===== src/rtl/qpt_pkg.sv =====
// shared types, constants and step decode for the quadrature position tracker
`default_nettype none

package qpt_pkg;

    localparam int COUNT_W = 32;
    localparam int SCALE_W = 32;
    localparam int FRAC_BITS = 24;
    localparam int PROD_W = COUNT_W + SCALE_W;
    localparam int QUOT_W = PROD_W - FRAC_BITS;
    localparam int SUM_W = QUOT_W + 1;

    localparam logic ACT_SAMPLE = 1'b0;
    localparam logic ACT_SET_POSITION = 1'b1;

    typedef enum logic [1:0] {
        STEP_NONE = 2'b00,
        STEP_FWD  = 2'b01,
        STEP_REV  = 2'b11
    } step_t;

    typedef struct packed {
        logic signed [COUNT_W-1:0] raw_count;
        logic signed [31:0]        offset;
        step_t                     direction;
        logic [31:0]               total;
        logic                      moved;
    } qpt_item_t;

    // old ab code in the high two bits, new ab code in the low two
    function automatic step_t qpt_step(input logic [3:0] idx);
        step_t s;
        case (idx) inside
            4'd1, 4'd7, 4'd8, 4'd14:  s = STEP_FWD;
            4'd2, 4'd4, 4'd11, 4'd13: s = STEP_REV;
            default:                  s = STEP_NONE;
        endcase
        return s;
    endfunction

endpackage

`default_nettype wire


===== src/rtl/quadrature_position_tracker_unit.sv =====
// top level of the quadrature position tracker
// path: an accepted item is registered in the queue, then in the multiply stage, then in the output register
// throughput: one item per cycle; the multiply stage and output register stall on out_ready
// a two-entry queue lets the input keep accepting while one result waits to be taken
// reset: asynchronous, active low; clears count, direction, pulse total, offset and scale
`default_nettype none

module quadrature_position_tracker_unit (
    input  wire logic               clk,
    input  wire logic               rst_n,
    input  wire logic               cfg_valid,
    output logic                    cfg_ready,
    input  wire logic signed [31:0] cfg_data,
    input  wire logic               in_valid,
    output logic                    in_ready,
    input  wire logic               action,
    input  wire logic               pin_a,
    input  wire logic               pin_b,
    input  wire logic signed [31:0] new_position,
    output logic                    out_valid,
    input  wire logic               out_ready,
    output logic signed [31:0]      raw_count,
    output logic signed [31:0]      position,
    output logic signed [1:0]       direction,
    output logic [31:0]             total_pulses,
    output logic                    moved
);
    import qpt_pkg::*;

    logic signed [31:0] units_per_count_reg;
    logic               push_valid, push_ready, pop_valid, pop_ready;
    qpt_item_t          push_item, pop_item;

    assign cfg_ready = 1'b1;

    always_ff @(posedge clk or negedge rst_n)
    begin
        if (!rst_n)
        begin
            units_per_count_reg <= '0;
        end
        else if (cfg_valid && cfg_ready)
        begin
            units_per_count_reg <= cfg_data;
        end
    end

    qpt_front u_front (
        .clk          (clk),
        .rst_n        (rst_n),
        .in_valid     (in_valid),
        .in_ready     (in_ready),
        .action       (action),
        .pin_a        (pin_a),
        .pin_b        (pin_b),
        .new_position (new_position),
        .push_valid   (push_valid),
        .push_ready   (push_ready),
        .push_item    (push_item)
    );

    qpt_queue u_queue (
        .clk        (clk),
        .rst_n      (rst_n),
        .push_valid (push_valid),
        .push_ready (push_ready),
        .push_item  (push_item),
        .pop_valid  (pop_valid),
        .pop_ready  (pop_ready),
        .pop_item   (pop_item)
    );

    qpt_back u_back (
        .clk          (clk),
        .rst_n        (rst_n),
        .scale        (units_per_count_reg),
        .pop_valid    (pop_valid),
        .pop_ready    (pop_ready),
        .pop_item     (pop_item),
        .out_valid    (out_valid),
        .out_ready    (out_ready),
        .raw_count    (raw_count),
        .position     (position),
        .direction    (direction),
        .total_pulses (total_pulses),
        .moved        (moved)
    );

endmodule

`default_nettype wire


===== src/rtl/qpt_front.sv =====
// front end: decodes pin samples and set-position items, holds tracking state
`default_nettype none

module qpt_front (
    input  wire logic                         clk,
    input  wire logic                         rst_n,
    input  wire logic                         in_valid,
    output logic                              in_ready,
    input  wire logic                         action,
    input  wire logic                         pin_a,
    input  wire logic                         pin_b,
    input  wire logic signed [31:0]           new_position,
    output logic                              push_valid,
    input  wire logic                         push_ready,
    output qpt_pkg::qpt_item_t                push_item
);
    import qpt_pkg::*;

    logic [1:0]                prev_ab_reg, prev_ab_next;
    logic signed [COUNT_W-1:0] count_reg, count_next;
    step_t                     dir_reg, dir_next;
    logic [31:0]               total_reg, total_next;
    logic signed [31:0]        offset_reg, offset_next;
    logic                      moved;
    step_t                     step;

    always_comb
    begin
        step         = qpt_step({prev_ab_reg, pin_a, pin_b});
        prev_ab_next = prev_ab_reg;
        count_next   = count_reg;
        dir_next     = dir_reg;
        total_next   = total_reg;
        offset_next  = offset_reg;
        moved        = 1'b0;
        if (action == ACT_SET_POSITION)
        begin
            count_next  = '0;
            offset_next = new_position;
        end
        else
        begin
            prev_ab_next = {pin_a, pin_b};
            if (step != STEP_NONE)
            begin
                count_next = (step == STEP_FWD) ? count_reg + COUNT_W'(1)
                                                : count_reg - COUNT_W'(1);
                dir_next   = step;
                total_next = total_reg + 32'd1;
                moved      = 1'b1;
            end
        end
    end

    assign in_ready   = push_ready;
    assign push_valid = in_valid;

    always_comb
    begin
        push_item.raw_count = count_next;
        push_item.offset    = offset_next;
        push_item.direction = dir_next;
        push_item.total     = total_next;
        push_item.moved     = moved;
    end

    always_ff @(posedge clk or negedge rst_n)
    begin
        if (!rst_n)
        begin
            prev_ab_reg <= '0;
            count_reg   <= '0;
            dir_reg     <= STEP_NONE;
            total_reg   <= '0;
            offset_reg  <= '0;
        end
        else if (in_valid && in_ready)
        begin
            prev_ab_reg <= prev_ab_next;
            count_reg   <= count_next;
            dir_reg     <= dir_next;
            total_reg   <= total_next;
            offset_reg  <= offset_next;
        end
    end

`ifndef NO_ASSERTIONS
    a_moved_bumps_total: assert property (@(posedge clk) disable iff (!rst_n)
        (push_valid && push_item.moved) |-> (push_item.total == total_reg + 32'd1))
        else $error("moved item without pulse total increment");

    a_still_keeps_total: assert property (@(posedge clk) disable iff (!rst_n)
        (push_valid && !push_item.moved) |->
            (push_item.total == total_reg && push_item.raw_count == count_reg
             || action == ACT_SET_POSITION))
        else $error("count or total changed without a step");

    a_set_zeroes_count: assert property (@(posedge clk) disable iff (!rst_n)
        (push_valid && action == ACT_SET_POSITION) |->
            (push_item.raw_count == '0 && !push_item.moved))
        else $error("set position did not clear raw count");
`endif

endmodule

`default_nettype wire


===== src/rtl/qpt_queue.sv =====
// two-entry item queue between front and back
`default_nettype none

module qpt_queue (
    input  wire logic                clk,
    input  wire logic                rst_n,
    input  wire logic                push_valid,
    output logic                     push_ready,
    input  wire qpt_pkg::qpt_item_t  push_item,
    output logic                     pop_valid,
    input  wire logic                pop_ready,
    output qpt_pkg::qpt_item_t       pop_item
);
    import qpt_pkg::*;

    qpt_item_t  mem_reg [2];
    logic       wr_ptr_reg, rd_ptr_reg;
    logic [1:0] count_reg;
    logic       push, pop;

    assign push_ready = (count_reg != 2'd2);
    assign pop_valid  = (count_reg != 2'd0);
    assign pop_item   = mem_reg[rd_ptr_reg];
    assign push       = push_valid && push_ready;
    assign pop        = pop_valid && pop_ready;

    always_ff @(posedge clk)
    begin
        if (push)
        begin
            mem_reg[wr_ptr_reg] <= push_item;
        end
    end

    always_ff @(posedge clk or negedge rst_n)
    begin
        if (!rst_n)
        begin
            wr_ptr_reg <= 1'b0;
            rd_ptr_reg <= 1'b0;
            count_reg  <= 2'd0;
        end
        else
        begin
            if (push)
            begin
                wr_ptr_reg <= ~wr_ptr_reg;
            end
            if (pop)
            begin
                rd_ptr_reg <= ~rd_ptr_reg;
            end
            case ({push, pop})
                2'b10:   count_reg <= count_reg + 2'd1;
                2'b01:   count_reg <= count_reg - 2'd1;
                default: count_reg <= count_reg;
            endcase
        end
    end

`ifndef NO_ASSERTIONS
    a_count_bound: assert property (@(posedge clk) disable iff (!rst_n)
        count_reg != 2'd3)
        else $error("queue count out of range");

    a_ptr_match: assert property (@(posedge clk) disable iff (!rst_n)
        (count_reg == 2'd0 || count_reg == 2'd2) |-> (wr_ptr_reg == rd_ptr_reg))
        else $error("queue pointers disagree with count");
`endif

endmodule

`default_nettype wire


===== src/rtl/qpt_back.sv =====
// back end: scales raw count, adds offset with saturation, drives the result register
`default_nettype none

module qpt_back (
    input  wire logic                clk,
    input  wire logic                rst_n,
    input  wire logic signed [31:0]  scale,
    input  wire logic                pop_valid,
    output logic                     pop_ready,
    input  wire qpt_pkg::qpt_item_t  pop_item,
    output logic                     out_valid,
    input  wire logic                out_ready,
    output logic signed [31:0]       raw_count,
    output logic signed [31:0]       position,
    output logic signed [1:0]        direction,
    output logic [31:0]              total_pulses,
    output logic                     moved
);
    import qpt_pkg::*;

    logic                     s1_valid_reg;
    qpt_item_t                s1_item_reg;
    logic signed [PROD_W-1:0] prod_reg;
    logic                     s1_ready, s2_ready;

    logic                     out_valid_reg;
    logic signed [31:0]       raw_count_reg, position_reg, position_next;
    logic signed [1:0]        direction_reg;
    logic [31:0]              total_reg;
    logic                     moved_reg;

    logic signed [QUOT_W-1:0] quot;
    logic                     round_up;
    logic signed [SUM_W-1:0]  sum;

    assign s2_ready  = !out_valid_reg || out_ready;
    assign s1_ready  = !s1_valid_reg || s2_ready;
    assign pop_ready = s1_ready;

    // truncate toward zero: floor shift plus one when negative with a fraction
    always_comb
    begin
        quot     = prod_reg[PROD_W-1:FRAC_BITS];
        round_up = prod_reg[PROD_W-1] && (|prod_reg[FRAC_BITS-1:0]);
        sum      = SUM_W'(s1_item_reg.offset) + SUM_W'(quot) + SUM_W'({1'b0, round_up});
        if (sum > SUM_W'(32'sh7fffffff))
        begin
            position_next = 32'sh7fffffff;
        end
        else if (sum < SUM_W'(-33'sh80000000))
        begin
            position_next = -32'sh80000000;
        end
        else
        begin
            position_next = sum[31:0];
        end
    end

    always_ff @(posedge clk)
    begin
        if (pop_valid && s1_ready)
        begin
            s1_item_reg <= pop_item;
            prod_reg    <= pop_item.raw_count * PROD_W'(scale);
        end
        if (s1_valid_reg && s2_ready)
        begin
            raw_count_reg <= s1_item_reg.raw_count[31:0];
            position_reg  <= position_next;
            direction_reg <= s1_item_reg.direction;
            total_reg     <= s1_item_reg.total;
            moved_reg     <= s1_item_reg.moved;
        end
    end

    always_ff @(posedge clk or negedge rst_n)
    begin
        if (!rst_n)
        begin
            s1_valid_reg  <= 1'b0;
            out_valid_reg <= 1'b0;
        end
        else
        begin
            if (s1_ready)
            begin
                s1_valid_reg <= pop_valid;
            end
            if (s2_ready)
            begin
                out_valid_reg <= s1_valid_reg;
            end
        end
    end

    assign out_valid    = out_valid_reg;
    assign raw_count    = raw_count_reg;
    assign position     = position_reg;
    assign direction    = direction_reg;
    assign total_pulses = total_reg;
    assign moved        = moved_reg;

`ifndef NO_ASSERTIONS
    a_zero_scale_offset: assert property (@(posedge clk) disable iff (!rst_n)
        (s1_valid_reg && s2_ready && scale == '0) |=> (position_reg == $past(s1_item_reg.offset)))
        else $error("zero scale must pass offset through");

    a_no_load_when_stalled: assert property (@(posedge clk) disable iff (!rst_n)
        (s1_valid_reg && !s2_ready) |=> s1_valid_reg)
        else $error("stage one item dropped under stall");
`endif

endmodule

`default_nettype wire


===== config.mk =====
export PLATFORM = sky130hd
export DESIGN_NAME = quadrature_position_tracker_unit
export DESIGN_NICKNAME = d
export VERILOG_FILES = /design/src/rtl/qpt_pkg.sv /design/src/rtl/quadrature_position_tracker_unit.sv /design/src/rtl/qpt_front.sv /design/src/rtl/qpt_queue.sv /design/src/rtl/qpt_back.sv
export SDC_FILE = /design/constraint.sdc
export NUM_CORES = 2
export LEC_CHECK = 0
export BUFFER_PORTS_ARGS = -buffer_cell sky130_fd_sc_hd__buf_2
export CORE_ASPECT_RATIO = 1.25
export CORE_MARGIN = 5
export CORE_UTILIZATION = 60
export DETAILED_ROUTE_END_ITERATION = 6
export PLACE_DENSITY = 0.77
export SYNTH_ARGS = -nofsm -noshare
export SYNTH_HDL_FRONTEND = slang
export SYNTH_SLANG_ARGS = --single-unit

===== constraint.sdc =====
create_clock -name clk -period 31 [get_ports clk]
set_input_delay 0 -clock clk [delete_from_list [all_inputs] [get_ports clk]]
set_output_delay 0 -clock clk [all_outputs]
set_load 0.1 [all_outputs]

# Word level (Yosys, flattened, before mapping)
# Memories as Yosys holds them, arrays and structs flattened.
# Cells that the tools add are included.
[word_totals]
romBits = 0
memories = 1
latchBits = 0
output_inout_bits = 102
ff_bits = 400
ramBits = 198
[mem_list]
columns = ["name", "depth", "word_bits", "read_ports", "rd_ports_with_merged_regs", "wr", "line_no", "rtl"]
rows = [
  ["u_queue.mem_reg", 2, 99, 1, 0, 1, "qpt_queue.sv:16", "qpt_item_t mem_reg [2];"],
]
[classes]
shifts = 0
addsub = 7
div_mod_pow = 0
order_cmp = 2
n_eq_ne = 12
bitwise = 3
n_mul = 1
reduce_logical = 15
muxes = 16
[ops]
columns = ["operator", "n"]
rows = [
  ["32-bit 2-to-1 mux", 7],
  ["32-bit by 32-bit multiplier with 64-bit output", 1],
  ["32-bit by 40-bit adder with 41-bit output", 1],
  ["41-bit by 1-bit adder with 41-bit output", 1],
  ["41-bit by 32-bit > comparator with 1-bit output (second input constant)", 1],
  ["41-bit by 32-bit less-than comparator with 1-bit output (second input constant)", 1],
  ["32-bit by 1-bit adder with 32-bit output (second input constant)", 1],
  ["32-bit by 2-bit adder with 32-bit output (second input constant)", 1],
  ["32-bit by 2-bit subtractor with 32-bit output (second input constant)", 1],
  ["24-bit OR reduction", 1],
  ["4-bit equality test (second input constant)", 4],
  ["4-bit by 3-bit equality test with 1-bit output (second input constant)", 2],
  ["2-bit 2-to-1 mux", 4],
  ["4-bit OR reduction", 2],
  ["2-bit nonzero test", 3],
  ["2-bit by 1-bit equality test with 1-bit output (second input constant)", 2],
  ["4-bit by 1-bit equality test with 1-bit output (second input constant)", 1],
  ["4-bit by 2-bit equality test with 1-bit output (second input constant)", 1],
  ["1-bit logical AND", 4],
  ["1-bit 2-to-1 mux", 4],
  ["2-bit case mux with 2 select lines", 1],
  ["1-bit inverter", 3],
  ["2-bit by 1-bit adder with 2-bit output (second input constant)", 1],
  ["2-bit equality test (second input constant)", 1],
  ["5 further kinds", 7],
]

# Longest topological paths before layout
[logic_depth]
word_depth = 8
mapped_depth = 33
depth_no_buf = 30

# By module
# Synthesis repeated with hierarchy kept, for this count alone.
[unflattened]
hier_cells = 5792
area_unflattened_um2 = 63111.8
[modules_own_cells]
columns = ["module", "seq_area_each_um2", "area_each_um2", "cells_per_inst", "instances"]
rows = [
  ["qpt_back", 7917.6, 46761.1, 4543, 1],
  ["qpt_queue", 6045.8, 7838.8, 325, 1],
  ["qpt_front", 2502.4, 7155.6, 854, 1],
  ["quadrature_position_tracker_unit", 800.8, 1356.3, 70, 1],
]

# Least setup slack after synthesis
# Ideal clock, no wire load.
[synth_path]
path_type = "reg-to-reg"
from = "register u_back.out_valid_reg, in the netlist u_back.out_valid"
to = "register u_queue.count_reg[1]"
t_arrival_ps = 10466
synth_period_minus_slack_ps = 10546
path_slack_ps = 20454
path_stages_with_launch = 6
path_buffers = 0
cell_sequence = "dfrtp_1 nor2b_1 a21oi_1 ha_1 nor2_1 xor2_1"
[synth_between]
elab_chain_len = 6
word_cells_on_any_way = 8
[synth_rtl]
columns = ["item", "line_no", "rtl"]
rows = [
  ["start: declaration", "qpt_back.sv:26", "logic out_valid_reg;"],
  ["start signal: assignment", "qpt_back.sv:92", "out_valid_reg <= s1_valid_reg;"],
  ["1-bit zero test (*)", "qpt_back.sv:36", "assign s2_ready = !out_valid_reg || out_ready;"],
  ["1-bit logical OR (*)", "qpt_back.sv:36", ""],
  ["1-bit logical OR (*)", "qpt_back.sv:37", "assign s1_ready = !s1_valid_reg || s2_ready;"],
  ["1-bit logical AND (*)", "qpt_queue.sv:25", "assign pop = pop_valid && pop_ready;"],
  ["named net u_queue.pop", "qpt_queue.sv:19", "logic push, pop;"],
  ["2-bit by 1-bit equality test with 1-bit output or 2-bit equality test (tied branches)", "qpt_queue.sv:53", "case ({push, pop})"],
  ["2-bit case mux with 2 select lines or 2-bit nonzero test (tied branches)", "--", ""],
  ["end signal: assignment", "qpt_queue.sv:54", "2'b10: count_reg <= count_reg + 2'd1;"],
  ["end signal: assignment", "qpt_queue.sv:55", "2'b01: count_reg <= count_reg - 2'd1;"],
  ["end signal: assignment", "qpt_queue.sv:56", "default: count_reg <= count_reg;"],
  ["end: declaration", "qpt_queue.sv:18", "logic [1:0] count_reg;"],
]
# The timed path passes the listed nets; every way through them passes the cells marked *.
# A chain may end at the register's enable or synchronous reset.

# Final worst setup path
[layout_path]
from = "register u_queue.rd_ptr_reg"
to = "register u_back.prod_reg[63] (data pin)"
[layout_between]
elab_chain_len = 2
[layout_rtl]
columns = ["item", "line_no", "rtl"]
rows = [
  ["start: declaration", "qpt_queue.sv:17", "logic wr_ptr_reg, rd_ptr_reg;"],
  ["start signal: assignment", "qpt_queue.sv:51", "rd_ptr_reg <= ~rd_ptr_reg;"],
  ["memory read 2 x 99 bit", "--", ""],
  ["32-bit by 32-bit multiplier with 64-bit output", "qpt_back.sv:65", "prod_reg <= pop_item.raw_count * PROD_W'(scale);"],
  ["end signal: assignment", "qpt_back.sv:65", ""],
  ["end: declaration", "qpt_back.sv:23", "logic signed [PROD_W-1:0] prod_reg;"],
]
# No other way between the ends.

==> metrics.txt <==
compound-gate portion of the synthesized area=0.05256; Post-Syn Area per Cell=10.96 um^2; Async SR Flop Fraction=0.2308; CP Capture Type=flip-flop; Iter 0 DRT Violations=2,640; arrival time worst endpoint=10.45 ns; drt wl/cell=21.40 um; Die Ht=368.5 um; Mapped Cells=5,630; Yosys reg bits=598; ant diodes=0; TNS Setup=0 ns; area share of fa/ha/maj cells after synthesis=0.4037; RSZ-0062 raised after global routing=false; Area growth syn-to-layout=7.655%; final wirelength=152,000 um; DR pass1 iterations=5; post-DR vias/cell=5.783; CP max FO=73; simple-gate portion of the synthesized area=0.1212; area of the multi-input gates=0.03967 mm^2; fillers=7,681; post-CTS sizing=0; FF+latch area=0.01727 mm^2; starting density of the core=0.6043; Vias=41,090; max frequency=99.41 MHz; Yosys top cell by area=fa_1; worst hold slack=0.06770 ns; Synth top area share=0.3520; Final Max Tran Viols=0; vias in the first global route=45,340; first-pass GRT wire length=244,200 um; critical path data required time=31.39 ns; EDFF count, synth=460; multiplexer share of the synthesized area=0.03630; min-delay worst type=in2reg; CP peak stage delay=0.90 ns; minimum clock period=10.06 ns; final hold violation count=0; crit path max-delay cell type=buf_4; GPL Wtd Cong=0.9247; CP startpoint kind=flip-flop; Distinct cells, synth=77; clock buffer depth=3; CP Buf/Inv Count=7; Post-route DRC=0; pin count of the biggest net entering global routing=166; die area=0.1094 mm^2; CP most frequent cell=fa_1; initial antenna violation count=4; Tcrit/Tclk final=0.3245; YS warnings=0; # rows=131; post-synthesis sequential area ratio=0.2798; CTS clock-pin slew for the worst setup and hold paths=0.06 ns; Slew @ Worst Pin=1.216 ns; Syn Nets=7,042; Final Util=0.6505; layout cell share with drive strength beyond 1=0.09766; Final ANT Viol Nets=0; Crit Path Class=reg2reg; largest family of logic cells by synthesized area=adder cells; # IOs=174; max reg flops=198; buffers inserted by post-CTS timing repair=0; H-tree Lvls=2; Horiz. Die Dim=296.8 um; CTS tree=yes; Final HPWL DP=110,700 um; Clock Sinks=598; Top FF cell, synth=edfxtp_1; core area=0.1021 mm^2; max_cap viols=0; total track usage=0.2837; cell family with most CP delay=adder cells; Area contributors post-synth=fa_1 35%, edfxtp_1 22%, inv_1 6.1%; worst skew pair latency=0.69 ns; Inserted Clock Buffers=58; status=finished clean; Synth Area in XOR/XNOR=0.02847; I/O Buffers=172; nets=7,138; Final setup viols=0; Netlist Area Pre-Place=0.06170 mm^2; total congestion overflow=0; Root Buffer=clkbuf_16; headroom to the max-slew limit=0.1896; clk_skew=0.04974 ns
==> layout by cell type, fill, tap and decap left out, drive strengths merged, types with 12 or more instances in the layout <==
cell type / n
o21bai: 17
a21o: 109
o21ai: 82
xnor2: 123
and3: 29
and2: 504
clkbuf: 67
or2: 15
clkinv: 30
edfxtp: 460
dfrtp: 138
a21oi: 148
dlygate4sd3: 74
buf: 231
nand2: 694
xor2: 75
ha: 255
nor3: 23
nand2b: 15
fa: 1085
nor2b: 25
nand4: 24
a211oi: 12
mux2: 198
nand3: 37
inv: 1008
o21a: 23
nor2: 123
==> through the flow <==
| step | worst slack [ns] | instance area, um^2 | std cells |
|---|---|---|---|
| global route | 20.59 | 66430 | 7105 |
| finish | 20.94 | 66430 | 7105 |
| detailed placement | 21.08 | 63710 | 6922 |
| CTS | 21.01 | 66430 | 7105 |
| floorplan | 20.45 | 61700 | 5630 |
| global placement | 21.24 | 63710 | 6922 |
==> worst paths after layout <==
check / start / to / slack [ns] / cells after the start
hold / removal: cfg_valid / units_per_count_reg[31] / 0.07 / 2
max in group asynchronous: rst_n / u_front.count_reg[13] / 28.92 / 4
min in group asynchronous: rst_n / units_per_count_reg[28] / 0.48 / 3
hold reg to reg: u_back.s1_item_reg[77] / u_back.raw_count[10] / 0.42 / 0
setup / recovery: u_queue.rd_ptr_reg / u_back.prod_reg[63] / 20.94 / 29
setup reg to reg: u_queue.rd_ptr_reg / u_back.prod_reg[63] / 20.94 / 29
==> worst reg2reg max path: cells and delay by family (launching register included) <==
| kind | cells | cell delay (ns) |
|---|---|---|
| AO/OA/AOI/OAI | 8 | 2.04 |
| XOR/XNOR | 1 | 0.14 |
| adder cells (fa/ha/maj) | 9 | 4.20 |
| buffers and inverters | 7 | 1.63 |
| flip-flops | 1 | 0.68 |
| multiplexers | 1 | 0.41 |
| AND/OR/NAND/NOR | 3 | 0.73 |
==> area by class of cell <==
type                       count  share of cell area
clock buffer                  67             0.02296
timing repair buffer         305             0.03110
inverter                    1005             0.05679
clock inverter                42            0.006837
multi-input combinational   3758              0.5972
sequential                   598              0.2600
tap                         1330             0.02505
==> cells in the mapped netlist (29+ instances only) <==
master,instances
nand2_1,694
nor2_1,121
edfxtp_1,460
fa_1,1085
and2_1,504
a21o_1,109
xor2_1,75
xnor2_1,120
and3_1,29
a21oi_1,147
mux2_2,198
clkbuf_1,255
o21ai_0,72
ha_1,255
dfrtp_1,138
inv_1,1004
nand3_1,37
==> kinds of logic (layout without fill, tap and decap cells) <==
family,after synthesis,in the layout
AO/OA/AOI/OAI,494,494
other,1,1
adder cells (fa/ha/maj),1340,1340
multiplexers,199,199
buffers and inverters,1274,1419
AND/OR/NAND/NOR,1526,1526
flip-flops,598,598
XOR/XNOR,198,198
==> layer usage <==
metal / routed length, um / GRT usage / part of all wire
met4: 10720 / 0.1673 / 0.070
met3: 9012 / 0.03388 / 0.059
met5: 13 / 0 / 0.000085
met1: 52130 / 0.3266 / 0.34
met2: 80170 / 0.5121 / 0.53
==> what timing repair did <==
item / CTS / global route
hold endpoints to repair: 238 / 0
setup endpoints to repair: 0 / 0
hold buffers: 74 / 0
Power is left out: the tool's default activity adds up to more than one toggle a clock period on the data nets, which glitch-free logic cannot reach.
